<file path="src/hdl/pmc_pkg.sv">
// Package for the point mean/covariance block: widths, action codes,
// the work-queue entry, divider request/response and finish-sequencer states.
// No dependencies.
package pmc_pkg;

    localparam int COORD_BITS = 16;
    localparam int FRAC_BITS  = 8;
    localparam int MAX_POINTS = 65536;
    localparam int CNT_BITS   = 17;
    localparam int SUM_BITS   = 32;
    localparam int PROD_BITS  = 48;
    localparam int SQR_BITS   = 2 * COORD_BITS;
    localparam int MEAN_BITS  = 24;
    localparam int VAR_BITS   = 39;
    localparam int COV_BITS   = 40;
    localparam int DIFF_BITS  = 64;
    localparam int DEN_BITS   = 33;
    localparam int HALF_BITS  = PROD_BITS / 2;
    localparam int DIV_BITS   = DIFF_BITS + FRAC_BITS;
    localparam int REM_BITS   = DEN_BITS + 1;
    localparam int DCNT_BITS  = $clog2(DIV_BITS + 1);
    localparam int N_TERMS    = 9;
    localparam int N_MEANS    = 3;
    localparam int TERM_BITS  = 4;
    localparam int Q_DEPTH    = 4;
    localparam int Q_ABITS    = $clog2(Q_DEPTH);

    typedef enum logic [1:0] {
        ACT_ADD        = 2'd0,
        ACT_ADD_FINISH = 2'd1,
        ACT_FINISH     = 2'd2,
        ACT_NONE       = 2'd3
    } t_action;

    typedef struct packed {
        logic                         add;
        logic                         finish;
        logic signed [COORD_BITS-1:0] x;
        logic signed [COORD_BITS-1:0] y;
        logic signed [COORD_BITS-1:0] z;
        logic signed [SQR_BITS-1:0]   xx;
        logic signed [SQR_BITS-1:0]   xy;
        logic signed [SQR_BITS-1:0]   xz;
        logic signed [SQR_BITS-1:0]   yy;
        logic signed [SQR_BITS-1:0]   yz;
        logic signed [SQR_BITS-1:0]   zz;
    } t_work;

    typedef struct packed {
        logic                        start;
        logic signed [DIFF_BITS-1:0] num;
        logic [DEN_BITS-1:0]         den;
    } t_div_req;

    typedef struct packed {
        logic                busy;
        logic                done;
        logic [COV_BITS-1:0] quo;
    } t_div_rsp;

    typedef enum logic [2:0] {
        FS_IDLE,
        FS_SQUARE,
        FS_PROD,
        FS_PROD_HI,
        FS_DIFF,
        FS_DIV_START,
        FS_DIV_WAIT,
        FS_EMIT
    } t_fin_state;

endpackage

</file>
<file path="src/hdl/pmc_queue.sv">
// Short FIFO of decoded work entries between front and back end.
// Depends on pmc_pkg.
module pmc_queue (
    input  logic           i_clk,
    input  logic           i_rst_n,
    input  logic           i_push,
    input  pmc_pkg::t_work i_data,
    input  logic           i_pop,
    output pmc_pkg::t_work o_data,
    output logic           o_full,
    output logic           o_empty
);
    import pmc_pkg::*;

    t_work              r_mem [Q_DEPTH];
    logic [Q_ABITS-1:0] r_wr;
    logic [Q_ABITS-1:0] r_rd;
    logic [Q_ABITS:0]   r_cnt;

    assign o_full  = (r_cnt == (Q_ABITS + 1)'(Q_DEPTH));
    assign o_empty = (r_cnt == '0);
    assign o_data  = r_mem[r_rd];

    always_ff @(posedge i_clk) begin
        if (!i_rst_n) begin
            r_wr  <= '0;
            r_rd  <= '0;
            r_cnt <= '0;
        end else begin
            if (i_push) begin
                r_wr <= r_wr + 1'b1;
            end
            if (i_pop) begin
                r_rd <= r_rd + 1'b1;
            end
            if (i_push && !i_pop) begin
                r_cnt <= r_cnt + 1'b1;
            end else if (i_pop && !i_push) begin
                r_cnt <= r_cnt - 1'b1;
            end
        end
    end

    always_ff @(posedge i_clk) begin
        if (i_push) begin
            r_mem[r_wr] <= i_data;
        end
    end

endmodule

</file>
<file path="config.mk">
export PLATFORM = sky130hd
export DESIGN_NAME = pmc_queue
export DESIGN_NICKNAME = d
export VERILOG_FILES = /design/src/hdl/pmc_pkg.sv /design/src/hdl/pmc_queue.sv
export SDC_FILE = /design/constraint.sdc
export NUM_CORES = 1
export LEC_CHECK = 0
export ABC_CLOCK_PERIOD_IN_PS = 16720
export BUFFER_PORTS_ARGS = -buffer_cell sky130_fd_sc_hd__buf_2
export CORE_ASPECT_RATIO = 1.1
export CORE_MARGIN = 3
export CORE_UTILIZATION = 55
export DETAILED_ROUTE_END_ITERATION = 6
export PLACE_DENSITY = 0.78
export SYNTH_ARGS = -nofsm -noshare
export SYNTH_HDL_FRONTEND = slang
export SYNTH_SLANG_ARGS = --single-unit
</file>
<file path="constraint.sdc">
create_clock -name i_clk -period 16.72 [get_ports i_clk]
set_input_delay 5.016 -clock i_clk [delete_from_list [all_inputs] [get_ports i_clk]]
set_output_delay 5.016 -clock i_clk [all_outputs]
set_load 0.02 [all_outputs]
</file>
# Yosys cells after proc, flatten, opt, wreduce, memory -nomap -nowiden
# Memories as Yosys holds them, arrays and structs flattened. A register that Yosys moved wholly into a read port is not among the register bits.
# Index checks and enable logic that the tools add are counted.
[word_totals]
n_memories = 1
reg_bits = 7
word_cells = 21
output_inout_bits = 244
ram_bits = 968
latch_bits = 0
input_bits = 246
romBits = 0
[memory_table]
columns = ["memory", "depth", "word_bits", "read_ports", "rd_clocked_by_memory_dff", "wr", "line", "rtl"]
rows = [
  ["r_mem", 4, 242, 1, 1, 1, "pmc_queue.sv:15", "t_work r_mem [Q_DEPTH];"],
]
[op_classes]
add_sub_neg = 4
n_reduce_logical = 6
shifts = 0
mul = 0
bitwise_logic = 0
order_cmp = 0
n_mux = 6
n_eq_ne = 1
div_mod_pow = 0
[op_table]
columns = ["cell", "n"]
rows = [
  ["$mux 3", 2],
  ["$add 2x1->2 const B", 2],
  ["$mux 2", 2],
  ["$add 3x1->3 const B", 1],
  ["$eq 3x3->1 const B", 1],
  ["$logic_not 3->1", 1],
  ["$sub 3x1->3 const B", 1],
  ["$logic_and 1x1->1", 2],
  ["$logic_not 1->1", 2],
  ["$mux 1", 2],
  ["$reduce_bool 2->1", 1],
]

# Logic depth before layout (Yosys ltp)
[logic_depth]
ltp_word = 4
mapped_depth = 7
mapped_depth_nobuf = 7

# Worst setup path before layout
# OpenSTA, ideal clock, no wires.
[synth_path]
path_type = "input to register"
from = "input port i_push"
to = "memory r_mem[0][0] in the netlist's numbering, enable pin"
path_slack_ns = 5.598
t_arrival_ns = 10.490
required_ns = 16.088
path_buffers = 0
setup_time_ns = 0.632
path_stages = 1
cell_sequence = "and2_1"
[synth_between]
elab_chain_cells = 2
[synth_rtl]
columns = ["item", "line", "rtl"]
rows = [
  ["start, declared", "pmc_queue.sv:6", "input logic i_push,"],
  ["$mux 1", "pmc_queue.sv:45", "if (i_push) begin"],
  ["$mux 1 (not written as such)", "pmc_queue.sv:46", "r_mem[r_wr] <= i_data;"],
  ["end, declared", "pmc_queue.sv:15", ""],
]
# Every way passes these cells.

==> metrics.md <==
| Metric | Value |
|---|---|
| Status | complete, no violations |
| Dominant cells by area after synthesis | edfxtp_1 82%, mux4_2 15%, buf_6 0.67% |
| Crit-path max cell delay | 1.01 ns |
| Synth area leader | edfxtp_1 |
| Crit path max fanout | 50 |
| Sequential power share | 52.7% |
| Detailed Place HPWL | 44.1 mm |
| Synth Warn # | 0 |
| Clk pin slew, worst setup/hold paths | 0.06 ns |
| Core Area | 63100 um^2 |
| Leakage | 13.9 nW |
| Worst path depth | 4 |
| Simple-Gate Fraction of Synth Area | 0.258% |
| Crit. End Element | output port |
| Die Y | 272 um |
| Slowest cell on crit path | dfxtp_4 |
| Sw Ratio | 22.7% |
| R2r worst-path depth | 5 |
| Share of layout cells above drive strength 1 | 45.4% |
| Num ports | 490 |
| Post-synthesis adder-cell area fraction | 0.234% |
| Worst-Margin Slew | 1.11 ns |
| Syn_nets | 1559 |
| Post-cts hold buffer count | 0 |
| Setup TNS | 0 ns |
| Mean post-synth cell area | 27.1 um^2 |
| Die X | 248 um |
| Mapped Cells | 1307 |
| # port buffers | 489 |
| Final Hold Fails | 0 |
| H-tree depth | 3 |
| Most common cell in the netlist | edfxtp_1 |
| Crit Path Class | reg2out |
| Compound-Gate Fraction of Synth Area | 0.0354% |
| Shortest period the worst path allows | 9.21 ns |
| Int Pwr | 4.20 mW |
| PnR worst setup slack | 7.51 ns |
| Final Setup Violations | 0 |
| Sequential area share after synthesis | 82.7% |
| Worst path most repeated cell | buf_4 |
| Worst slack at placement | 8.00 ns |
| Worst Hold Class | reg2reg |
| Post-CTS setup buffer count | 0 |
| Design area | 41600 um^2 |
| Cells on Worst Hold Path | 2 |
| Multiplexer area fraction after synthesis | 15.5% |
| CP arrival | 4.19 ns |
| CTS root buf | clkbuf_16 |
| Detail Route Antenna Nets | 0 |
| Nets | 2104 |
| RSZ-0062 raised after global routing | no |
| Total of max-cap violations | 0 |
| Layout area overhead | 17.6% |
| Synth async-reset ratio | 0% |
| Power per cell area | 131 nW/um^2 |
| Slew headroom | 25.8% |
| Synthesized area | 35400 um^2 |
| Post-DR wirelength/cell | 26.4 um |
| Worst VDD drop | 0.122 mV |
| Critical path, cell by cell | buf_4 > buf_4 > mux4_2 > buf_2 |
| 1st-iter DRT viols | 1068 |
| Number of synthesized flops with an enable pin | 968 |
| GRT overflow | 0 |
| Largest family of logic cells by synthesized area | multiplexers |
| Post-synthesis cell type count | 20 |
| Synth top cells by count | 968 x edfxtp_1, 242 x mux4_2, 26 x buf_2 |
| Startpoint Class | flip-flop |
| CTS buffer count | 90 |
| Tcrit/Tclk final | 55.1% |
| First-pass GRT wire length | 109 mm |
| Part of the power in combinational logic | 10.5% |
| Yosys top cell area share | 82.2% |
| Crit-path leading delay family | buffers and inverters |
| Ys flop type | edfxtp_1 |
| Vias/cell | 5.80 |
| Initial core utilization | 56.1% |
| Drt total wl | 73.1 mm |
| Row count | 96 |
| Max Slew Vio Count | 0 |
| Power share of the clock group | 36.8% |
| CTS max path bufs | 3 |
| DR DRC count | 0 |
| Clock Skew | 0.0288 ns |
| All-layer global routing usage | 21.9% |
| Gates resized, CTS repair | 0 |
| Max Clock Freq | 0.109 GHz |
| Xor and xnor fraction of the mapped netlist area | 0.124% |
| Number of fillers in the final layout | 3896 |
| GPL Wtd Cong | 0.774 |
| Psw | 1.23 mW |
| Die Area | 67400 um^2 |
| Skew-Pair Late Insertion Delay | 0.63 ns |
| Largest net degree at the start of global routing | 111 |
| Crit path buf inv count | 3 |
| Drt pass-1 iters | 5 |
| Initial antenna violation count | 24 |
| CP required | 11.70 ns |
| Synthesized flop and latch total | 977 |
| CTS tree | yes |
| Clk sinks | 977 |
| Vias | 16068 |
| Area after DPL | 38600 um^2 |
| Number of global-route vias before repair | 17083 |
cell usage in the layout, fill, tap and decap left out, types with 2 or more instances in the layout:
master / instances
and2_1: 5
and2_4: 4
buf_2: 489
buf_4: 17
bufinv_16: 10
clkbuf_1: 15
clkbuf_16: 91
clkinv_1: 30
clkinv_16: 2
clkinv_2: 12
dfxtp_1: 7
dfxtp_4: 2
diode_2: 14
edfxtp_1: 968
ha_1: 5
inv_1: 4
inv_6: 2
mux2i_1: 2
mux4_2: 242
nor2b_1: 2
xnor2_1: 2
xor2_1: 3
worst paths after layout:
path | startpoint | endpoint | slack, ns
worst max-delay path | flip-flop | o_data[71] | 7.51
worst min-delay path | r_cnt[2] | r_cnt[2] | 0.54
worst max register to register | r_wr[0] | r_mem[0][20] | 13.16
worst min register to register | r_cnt[2] | r_cnt[2] | 0.54
logic make-up (layout without fill, tap and decap cells):
kind of cell    after synthesis  count (layout)
flops                       977             977
mux                         244             244
buf+inv                      58             675
simple gates                 15              15
fa+ha+maj                     6               6
xor+xnor                      5               5
compound gates                2               2
other cells                   0              14
final cells by class:
| class | instances | area, um^2 | share of cell area (%) |
|---|---|---|---|
| Antenna cell | 14 | 35.0 | 0.0843 |
| Clock buffer | 106 | 2330 | 5.61 |
| Clock inverter | 58 | 587 | 1.41 |
| Inverter | 4 | 15.0 | 0.0361 |
| Multi-Input combinational cell | 272 | 5710 | 13.7 |
| Sequential cell | 977 | 29300 | 70.4 |
| Tap cell | 833 | 1040 | 2.51 |
| Timing Repair Buffer | 507 | 2590 | 6.24 |
metal layers:
layer,share of wire (%),vias to the layer above,track usage (%)
met4,2.3,24,6.30
met2,51,655,36.4
met3,9.2,133,6.89
li1,-,6790,-
met1,37,8466,28.1
met5,0.23,-,0
tightest hold or removal path: cells and delay by family (launching register included):
kind	cells	cell delay [ns]
flops	1	0.32
compound gates	2	0.17
per-stage QoR:
stage / util, % / hold slack (ns) / std cells / total power, mW
2_1_floorplan: - / 0.472 / 1307 / 3.29
3_3_place_gp: 61.2 / 0.489 / 2593 / 3.47
3_5_place_dp: 61.2 / 0.536 / 2593 / 3.48
4_1_cts: 65.9 / 0.544 / 2757 / 5.49
5_1_grt: 65.9 / 0.589 / 2765 / 5.61
6_report: 65.9 / 0.543 / 2771 / 5.43
power by group through the flow:
stage                     logic [mW]  registers, mW  clock network (mW)
after floorplan                0.376           2.91                   0
after global placement         0.567           2.90                   0
after detailed placement       0.575           2.91                   0
after CTS                      0.579           2.86                2.05
after global routing           0.606           2.87                2.14
final                          0.569           2.86                2.00
flip-flops by register name (all words and copies together) (netlist names), named ones only:
name   flops
r_mem    968
r_cnt      3
r_rd       2
r_wr       2
(Power assumes the default switching activity.)
