===== config.mk =====
export PLATFORM = sky130hd
export DESIGN_NAME = pmc_front_flat
export DESIGN_NICKNAME = d
export VERILOG_FILES = /design/src/hdl/pmc_pkg.sv /design/src/hdl/pmc_in_if.sv /design/src/hdl/pmc_front.sv /design/src/flat_wrapper.sv
export SDC_FILE = /design/constraint.sdc
export NUM_CORES = 2
export LEC_CHECK = 0
export BUFFER_PORTS_ARGS = -buffer_cell sky130_fd_sc_hd__buf_4
export CORE_MARGIN = 2
export CORE_UTILIZATION = 47
export DETAILED_ROUTE_END_ITERATION = 8
export PLACE_DENSITY = 0.71
export SYNTH_ARGS = -nofsm -noshare
export SYNTH_HDL_FRONTEND = slang
export SYNTH_SLANG_ARGS = --single-unit

===== constraint.sdc =====
create_clock -name i_clk -period 12.02 [get_ports i_clk]
set_input_delay 2.404 -clock i_clk [delete_from_list [all_inputs] [get_ports i_clk]]
set_output_delay 2.404 -clock i_clk [all_outputs]
set_load 0.02 [all_outputs]

===== src/hdl/pmc_pkg.sv =====
// Package for the point mean/covariance block: widths, action codes,
// the work-queue entry, divider request/response and finish-sequencer states.
// No dependencies.
package pmc_pkg;

    localparam int COORD_BITS = 16;
    localparam int FRAC_BITS  = 8;
    localparam int MAX_POINTS = 65536;
    localparam int CNT_BITS   = 17;
    localparam int SUM_BITS   = 32;
    localparam int PROD_BITS  = 48;
    localparam int SQR_BITS   = 2 * COORD_BITS;
    localparam int MEAN_BITS  = 24;
    localparam int VAR_BITS   = 39;
    localparam int COV_BITS   = 40;
    localparam int DIFF_BITS  = 64;
    localparam int DEN_BITS   = 33;
    localparam int HALF_BITS  = PROD_BITS / 2;
    localparam int DIV_BITS   = DIFF_BITS + FRAC_BITS;
    localparam int REM_BITS   = DEN_BITS + 1;
    localparam int DCNT_BITS  = $clog2(DIV_BITS + 1);
    localparam int N_TERMS    = 9;
    localparam int N_MEANS    = 3;
    localparam int TERM_BITS  = 4;
    localparam int Q_DEPTH    = 4;
    localparam int Q_ABITS    = $clog2(Q_DEPTH);

    typedef enum logic [1:0] {
        ACT_ADD        = 2'd0,
        ACT_ADD_FINISH = 2'd1,
        ACT_FINISH     = 2'd2,
        ACT_NONE       = 2'd3
    } t_action;

    typedef struct packed {
        logic                         add;
        logic                         finish;
        logic signed [COORD_BITS-1:0] x;
        logic signed [COORD_BITS-1:0] y;
        logic signed [COORD_BITS-1:0] z;
        logic signed [SQR_BITS-1:0]   xx;
        logic signed [SQR_BITS-1:0]   xy;
        logic signed [SQR_BITS-1:0]   xz;
        logic signed [SQR_BITS-1:0]   yy;
        logic signed [SQR_BITS-1:0]   yz;
        logic signed [SQR_BITS-1:0]   zz;
    } t_work;

    typedef struct packed {
        logic                        start;
        logic signed [DIFF_BITS-1:0] num;
        logic [DEN_BITS-1:0]         den;
    } t_div_req;

    typedef struct packed {
        logic                busy;
        logic                done;
        logic [COV_BITS-1:0] quo;
    } t_div_rsp;

    typedef enum logic [2:0] {
        FS_IDLE,
        FS_SQUARE,
        FS_PROD,
        FS_PROD_HI,
        FS_DIFF,
        FS_DIV_START,
        FS_DIV_WAIT,
        FS_EMIT
    } t_fin_state;

endpackage


===== src/hdl/pmc_in_if.sv =====
// Point input channel: valid/ready handshake with action and coordinates.
// Depends on pmc_pkg.
interface pmc_in_if;
    import pmc_pkg::*;
    logic                         valid;
    logic                         ready;
    logic [1:0]                   action;
    logic signed [COORD_BITS-1:0] x_coord;
    logic signed [COORD_BITS-1:0] y_coord;
    logic signed [COORD_BITS-1:0] z_coord;
    modport source (output valid, action, x_coord, y_coord, z_coord, input ready);
    modport sink (input valid, action, x_coord, y_coord, z_coord, output ready);
endinterface


===== src/hdl/pmc_front.sv =====
// Front end: accepts points, decodes the action, forms the six coordinate
// products and holds them in one stage register. Depends on pmc_pkg, pmc_in_if.
module pmc_front (
    input  logic          i_clk,
    input  logic          i_rst_n,
    pmc_in_if.sink        i_pt,
    input  logic          i_full,
    output logic          o_push,
    output pmc_pkg::t_work o_work
);
    import pmc_pkg::*;

    logic  r_valid;
    t_work r_work;
    t_work n_work;
    logic  accept;

    assign i_pt.ready = !r_valid || !i_full;
    assign accept     = i_pt.valid && i_pt.ready;
    assign o_push     = r_valid && !i_full;
    assign o_work     = r_work;

    always_comb begin
        n_work        = r_work;
        n_work.add    = (i_pt.action == ACT_ADD) || (i_pt.action == ACT_ADD_FINISH);
        n_work.finish = (i_pt.action == ACT_ADD_FINISH) || (i_pt.action == ACT_FINISH);
        n_work.x      = i_pt.x_coord;
        n_work.y      = i_pt.y_coord;
        n_work.z      = i_pt.z_coord;
        n_work.xx     = i_pt.x_coord * i_pt.x_coord;
        n_work.xy     = i_pt.x_coord * i_pt.y_coord;
        n_work.xz     = i_pt.x_coord * i_pt.z_coord;
        n_work.yy     = i_pt.y_coord * i_pt.y_coord;
        n_work.yz     = i_pt.y_coord * i_pt.z_coord;
        n_work.zz     = i_pt.z_coord * i_pt.z_coord;
    end

    always_ff @(posedge i_clk) begin
        if (!i_rst_n) begin
            r_valid <= 1'b0;
        end else if (accept) begin
            // drop the unused action here
            r_valid <= (i_pt.action != ACT_NONE);
        end else if (o_push) begin
            r_valid <= 1'b0;
        end
    end

    always_ff @(posedge i_clk) begin
        if (accept) begin
            r_work <= n_work;
        end
    end

endmodule


===== src/flat_wrapper.sv =====
// flat-port wrapper written by rule: the top's interface ports become plain ports
module pmc_front_flat import pmc_pkg::*;
  (i_clk, i_rst_n, i_full, o_push, o_work, i_pt_valid, i_pt_action, i_pt_x_coord, i_pt_y_coord, i_pt_z_coord, i_pt_ready);
  pmc_in_if i_pt_i ();
  input  logic i_clk;
  input  logic i_rst_n;
  input  logic i_full;
  output logic o_push;
  output pmc_pkg::t_work o_work;
  input wire logic [$bits(i_pt_i.valid)-1:0] i_pt_valid;
  input wire logic [$bits(i_pt_i.action)-1:0] i_pt_action;
  input wire logic [$bits(i_pt_i.x_coord)-1:0] i_pt_x_coord;
  input wire logic [$bits(i_pt_i.y_coord)-1:0] i_pt_y_coord;
  input wire logic [$bits(i_pt_i.z_coord)-1:0] i_pt_z_coord;
  output wire logic [$bits(i_pt_i.ready)-1:0] i_pt_ready;
  assign i_pt_i.valid = i_pt_valid;
  assign i_pt_i.action = i_pt_action;
  assign i_pt_i.x_coord = i_pt_x_coord;
  assign i_pt_i.y_coord = i_pt_y_coord;
  assign i_pt_i.z_coord = i_pt_z_coord;
  assign i_pt_ready = i_pt_i.ready;
  pmc_front u_core (.i_clk(i_clk), .i_rst_n(i_rst_n), .i_pt(i_pt_i), .i_full(i_full), .o_push(o_push), .o_work(o_work));
endmodule

======== After elaboration in Yosys (flattened, before gate mapping) ========
Index checks and enable logic that the tools add are counted.
storage, ports and cells
  flip-flop bits (word level) ............. 243
  latch bits .............................. 0
  RAM bits ................................ 0
  memory bits (read-only) ................. 0
  bits of input ports ..................... 54
  output and inout bits ................... 244
  word-level logic and storage cells ...... 32
  memories kept ........................... 0
cells by class
  add/subtract/negate cells ............... 0
  $mul .................................... 6
  div/mod/pow operators ................... 0
  $lt $le $gt $ge ......................... 0
  eq/ne operators ......................... 3
  shift operators ......................... 0
  multiplexer cells ....................... 2
  bitwise logic cells ..................... 0
  reductions and logical operators ........ 9
operators by type and width
  kind                                                                   number
  16-bit by 16-bit multiplier with 32-bit output                         6
  1-bit logical OR                                                       3
  2-bit by 1-bit equality test with 1-bit output, second input constant  1
  2-bit equality test, second input constant                             1
  1-bit logical AND                                                      2
  1-bit logical NOT                                                      2
  2-bit logical NOT                                                      1
  1-bit 2-to-1 mux                                                       2
  2-bit inequality test, second input constant                           1
  2-bit nonzero test                                                     1

======== Longest topological paths before layout ========
  depth in word-level cells ............... 4
  depth in mapped cells ................... 25
  mapped depth without buffers ............ 24

======== Least setup slack after synthesis ========
No wires, ideal clock.
  kind .................................... input to register
  from .................................... input port i_full
  to ...................................... register u_core.r_work, in the netlist u_core.o_work[0] (enable)
  library setup time ...................... 626 ps
  arrival time ............................ 8,011 ps
  data required time ...................... 11,394 ps
  setup slack ............................. 3,383 ps
  stages .................................. 2
  path buffers ............................ 0
  cells stage by stage .................... nand2_1 -> and2_1
on the way
  longest elaborated chain between the ends .. 3
ends and longest elaborated chain
  item                    line               text
  start: declaration      flat_wrapper.sv:7  input logic i_full;
  1-bit logical NOT       pmc_front.sv:18    assign i_pt.ready = !r_valid || !i_full;
  1-bit logical OR        pmc_front.sv:18
  1-bit logical AND       pmc_front.sv:19    assign accept = i_pt.valid && i_pt.ready;
  net u_core.accept       pmc_front.sv:16    logic accept;
  end signal: assignment  pmc_front.sv:51    r_work <= n_work;
  end: declaration        pmc_front.sv:14    t_work r_work;
The timed path passes the listed nets, and every way through them passes these cells.
A chain may end at the register's enable or synchronous reset.

==> summary.txt <==
Run status
  • Outcome: completed

Clock tree
  • Number of gates resized after CTS: 0
  • Total setup buffers inserted after CTS: 0
  • Clock-pin slew on the worst setup and hold paths: 0.06 ns
  • CTS tree: yes
  • TritonCTS buffer count: 35
  • Worst-skew pair later-pin latency: 0.59 ns
  • Clock root buffer: clkbuf_16
  • Clock buffer depth: 3
  • Clock H-tree levels: 2
  • Cts-stage hold buffer count: 0
  • Clock sink count: 237

Timing
  • Headroom to the max-slew limit: 0.218
  • Maximum clock rate: 0.106 GHz
  • Count of final max-slew check failures: 0
  • Final Setup Violations: 0
  • Worst Tran Pin Value: 1.17 ns
  • Period utilization: 0.788
  • Clock skew: 0.0250 ns
  • Final-layout setup total negative slack: 0 ns
  • Clock period minus worst slack: 9.47 ns
  • Hold Fails Final Rpt: 0
  • Setup repair after global routing missed its margin: no

Global route
  • Vias in the first global route: 47.1k
  • Wire length of the first global-routing pass: 253 mm
  • GR peak layer: met2
  • Largest net degree at the start of global routing: 132
  • Leftover overflow at the end of global routing: 0
  • Global-route track usage on met2: 0.380
  • Met3 Use GR: 0.0363
  • Antenna violations before repair: 2
  • Total track usage: 0.235
  • Met1 track demand over resource: 0.326

Yosys
  • Syn Std Cell Area: 63400 sq um
  • Yosys top cell by area: fa_1
  • Dominant cells by area after synthesis: fa_1, edfxtp_1, inv_1
  • Share of async-settable or async-resettable flops after synthesis: 0
  • Total number of yosys warnings: 0
  • Post-synth EDFFs: 236
  • Portion of the post-synthesis area used by sequential elements: 0.112
  • Syn Area/Cell: 9.74 sq um
  • Most used DFF post-synth: edfxtp_1
  • Number of distinct library cells after synthesis: 76
  • Post-Synthesis Cells: 6509
  • Number of storage elements in the synthesis netlist: 237
  • Area share of the largest cell type after synthesis: 0.469

Layout
  • Net count, final: 8680
  • Most frequent cells in the layout: inv_1, fa_1, nand2_1
  • Area added between synthesis and finish: 7.64%
  • Leading cell type in the layout, fill and taps excluded: inv_1
  • Area of the multi-input gates: 48500 sq um
  • Number of inserted filler cells in the final layout: 12.1k
  • Area taken by flip-flops and latches: 7110 sq um
  • Fraction of layout instances using a drive strength above 1: 0.0642

Worst setup path
  • R2r setup slk: 9.72 ns
  • Startpoint class of the critical path: primary input
  • Cell type group with the largest total delay on the critical path: adder cells
  • Worst stage delay on the critical path: 1.00 ns
  • Req. time, crit path: 12.36 ns
  • Max stage delay cell, worst path: clkinv_1
  • Most frequent cell on the critical path: fa_1
  • Total buffers and inverters traversed by the critical path: 6
  • Critical path depth: 23
  • Type of the setup path with the least slack: primary input to flop
  • Start point of the critical path: i_pt_x_coord[14]
  • Capture point of the worst reg-to-reg path: u_core.o_work[222]
  • Critical Path Fanout Max: 18
  • Data arrival time of the critical path: 9.81 ns
  • Critical Path End Type: flop
  • Worst path cell trace: buf_4 > clkinv_1 > nor2_1 > inv_1 > fa_1 > inv_1 > fa_1 > fa_1 > fa_1 > fa_1 > inv_1 > fa_1 > inv_1 > ha_1 > a21o_1 > a21o_1 > o21a_1 > o31ai_1 > o311ai_2 > a2111o_1 > a21oi_1 > o21bai_1 > xnor2_1
  • Startpoint of the lowest-slack register-to-register path: u_core.r_valid
  • Crit path to: u_core.o_work[191]
  • Depth of the worst register-to-register path: 3

Placed design
  • Number of port buffers: 294
  • HPWL Detailed: 114 mm
  • Final estimated routing congestion in global placement: 0.890

Route
  • DRC Markers: 0
  • Number of routed nets with antenna violations: 0
  • WL/cell: 18.4 microns
  • Final WL: 155 mm
  • First-pass DRT Iterations: 6
  • Drt first-iter violations: 3001
  • Ratio of routed vias to standard cells: 5.19
  • Detailed-route via count: 43.6k

Floorplanning
  • DIE WIDTH: 371 microns
  • Core Footprint: 134000 sq um
  • Site Rows: 134
  • Starting utilization of the core area: 0.474
  • Floorplan die area: 138000 sq um
  • Vertical die dimension: 371 microns
  • IO Count: 298

Job
  • Maximum Capacitance Violations: 0

Worst hold path
  • Worst min-delay path category: flop to flop
==> flip-flops by register name, indices dropped and copies added (netlist names) <==
signal	count
u_core.r_valid	1
u_core.o_work	236
==> cells in the mapped netlist (11+ instances only) <==
library cell	n
edfxtp_1	236
nand2b_1	30
xnor2_1	187
clkinv_1	13
ha_1	528
clkbuf_1	234
a31o_2	21
xor2_1	45
and2_1	371
o21ai_0	62
nor2b_1	19
fa_1	1486
a31oi_1	14
o21bai_1	16
nor2_1	318
a211oi_1	23
a21o_1	82
buf_1	14
inv_1	1787
nor3_1	28
nand2_1	638
o21a_1	23
or2_2	12
o211ai_1	11
nand3_1	35
a21oi_1	133
and3_1	23
==> worst min-delay path by stage <==
stage	slack (ns)	from	cells after the start	endpoint
detailed placement	0.51	u_core.r_valid	2	u_core.r_valid
CTS	0.52	u_core.r_valid	2	u_core.r_valid
floorplan	0.62	u_core.r_valid	2	u_core.r_valid
global route	0.57	u_core.r_valid	2	u_core.r_valid
finish	0.51	u_core.r_valid	2	u_core.r_valid
global placement	0.50	u_core.r_valid	2	u_core.r_valid
==> per-layer routing <==
layer,up-vias,wire [microns]
li1,19300,-
met3,241,12300
met5,-,0
met4,0,5590
met1,22500,63000
met2,1569,73700
==> logic make-up after synthesis <==
group | share of synthesized area
AOI/OAI and AO/OA | 0.0483
and+or+nand+nor | 0.111
other | 0.0000592
xor gates and xnor gates | 0.0321
DFF | 0.112
adders and majority gates | 0.574
buffers and inverters | 0.122
muxes | 0.000790
==> worst register-to-register path: cells and delay by family (launching register included) <==
kind                   cells  cell delay [ns]
flip-flops                 1             0.30
AND/OR/NAND/NOR            2             0.70
buffers and inverters      1             0.78
==> stage by stage <==
step | cells | hold WS, ns | instance area [sq um] | setup WS [ns] | utilization
after floorplan | 6511 | 0.622 | 63400 | 3.38 | -
after global placement | 8343 | 0.499 | 67000 | 2.27 | 0.502
after detailed placement | 8343 | 0.509 | 67000 | 2.03 | 0.502
after CTS | 8406 | 0.519 | 68200 | 2.67 | 0.510
after global routing | 8406 | 0.568 | 68200 | 2.20 | 0.510
final | 8408 | 0.514 | 68200 | 2.55 | 0.510
==> cell type report <==
class                   count  area share
clock inverters            23     0.00398
inverters                1801      0.0991
well taps                1768      0.0324
repair buffers            318      0.0352
clock buffers              40      0.0134
flip-flops and latches    237       0.104
multi-input cells        4219       0.712
diodes                      2   0.0000734
Power is not shown: default switching activity piles up to over one toggle a cycle in this logic, so the estimate is an artifact.
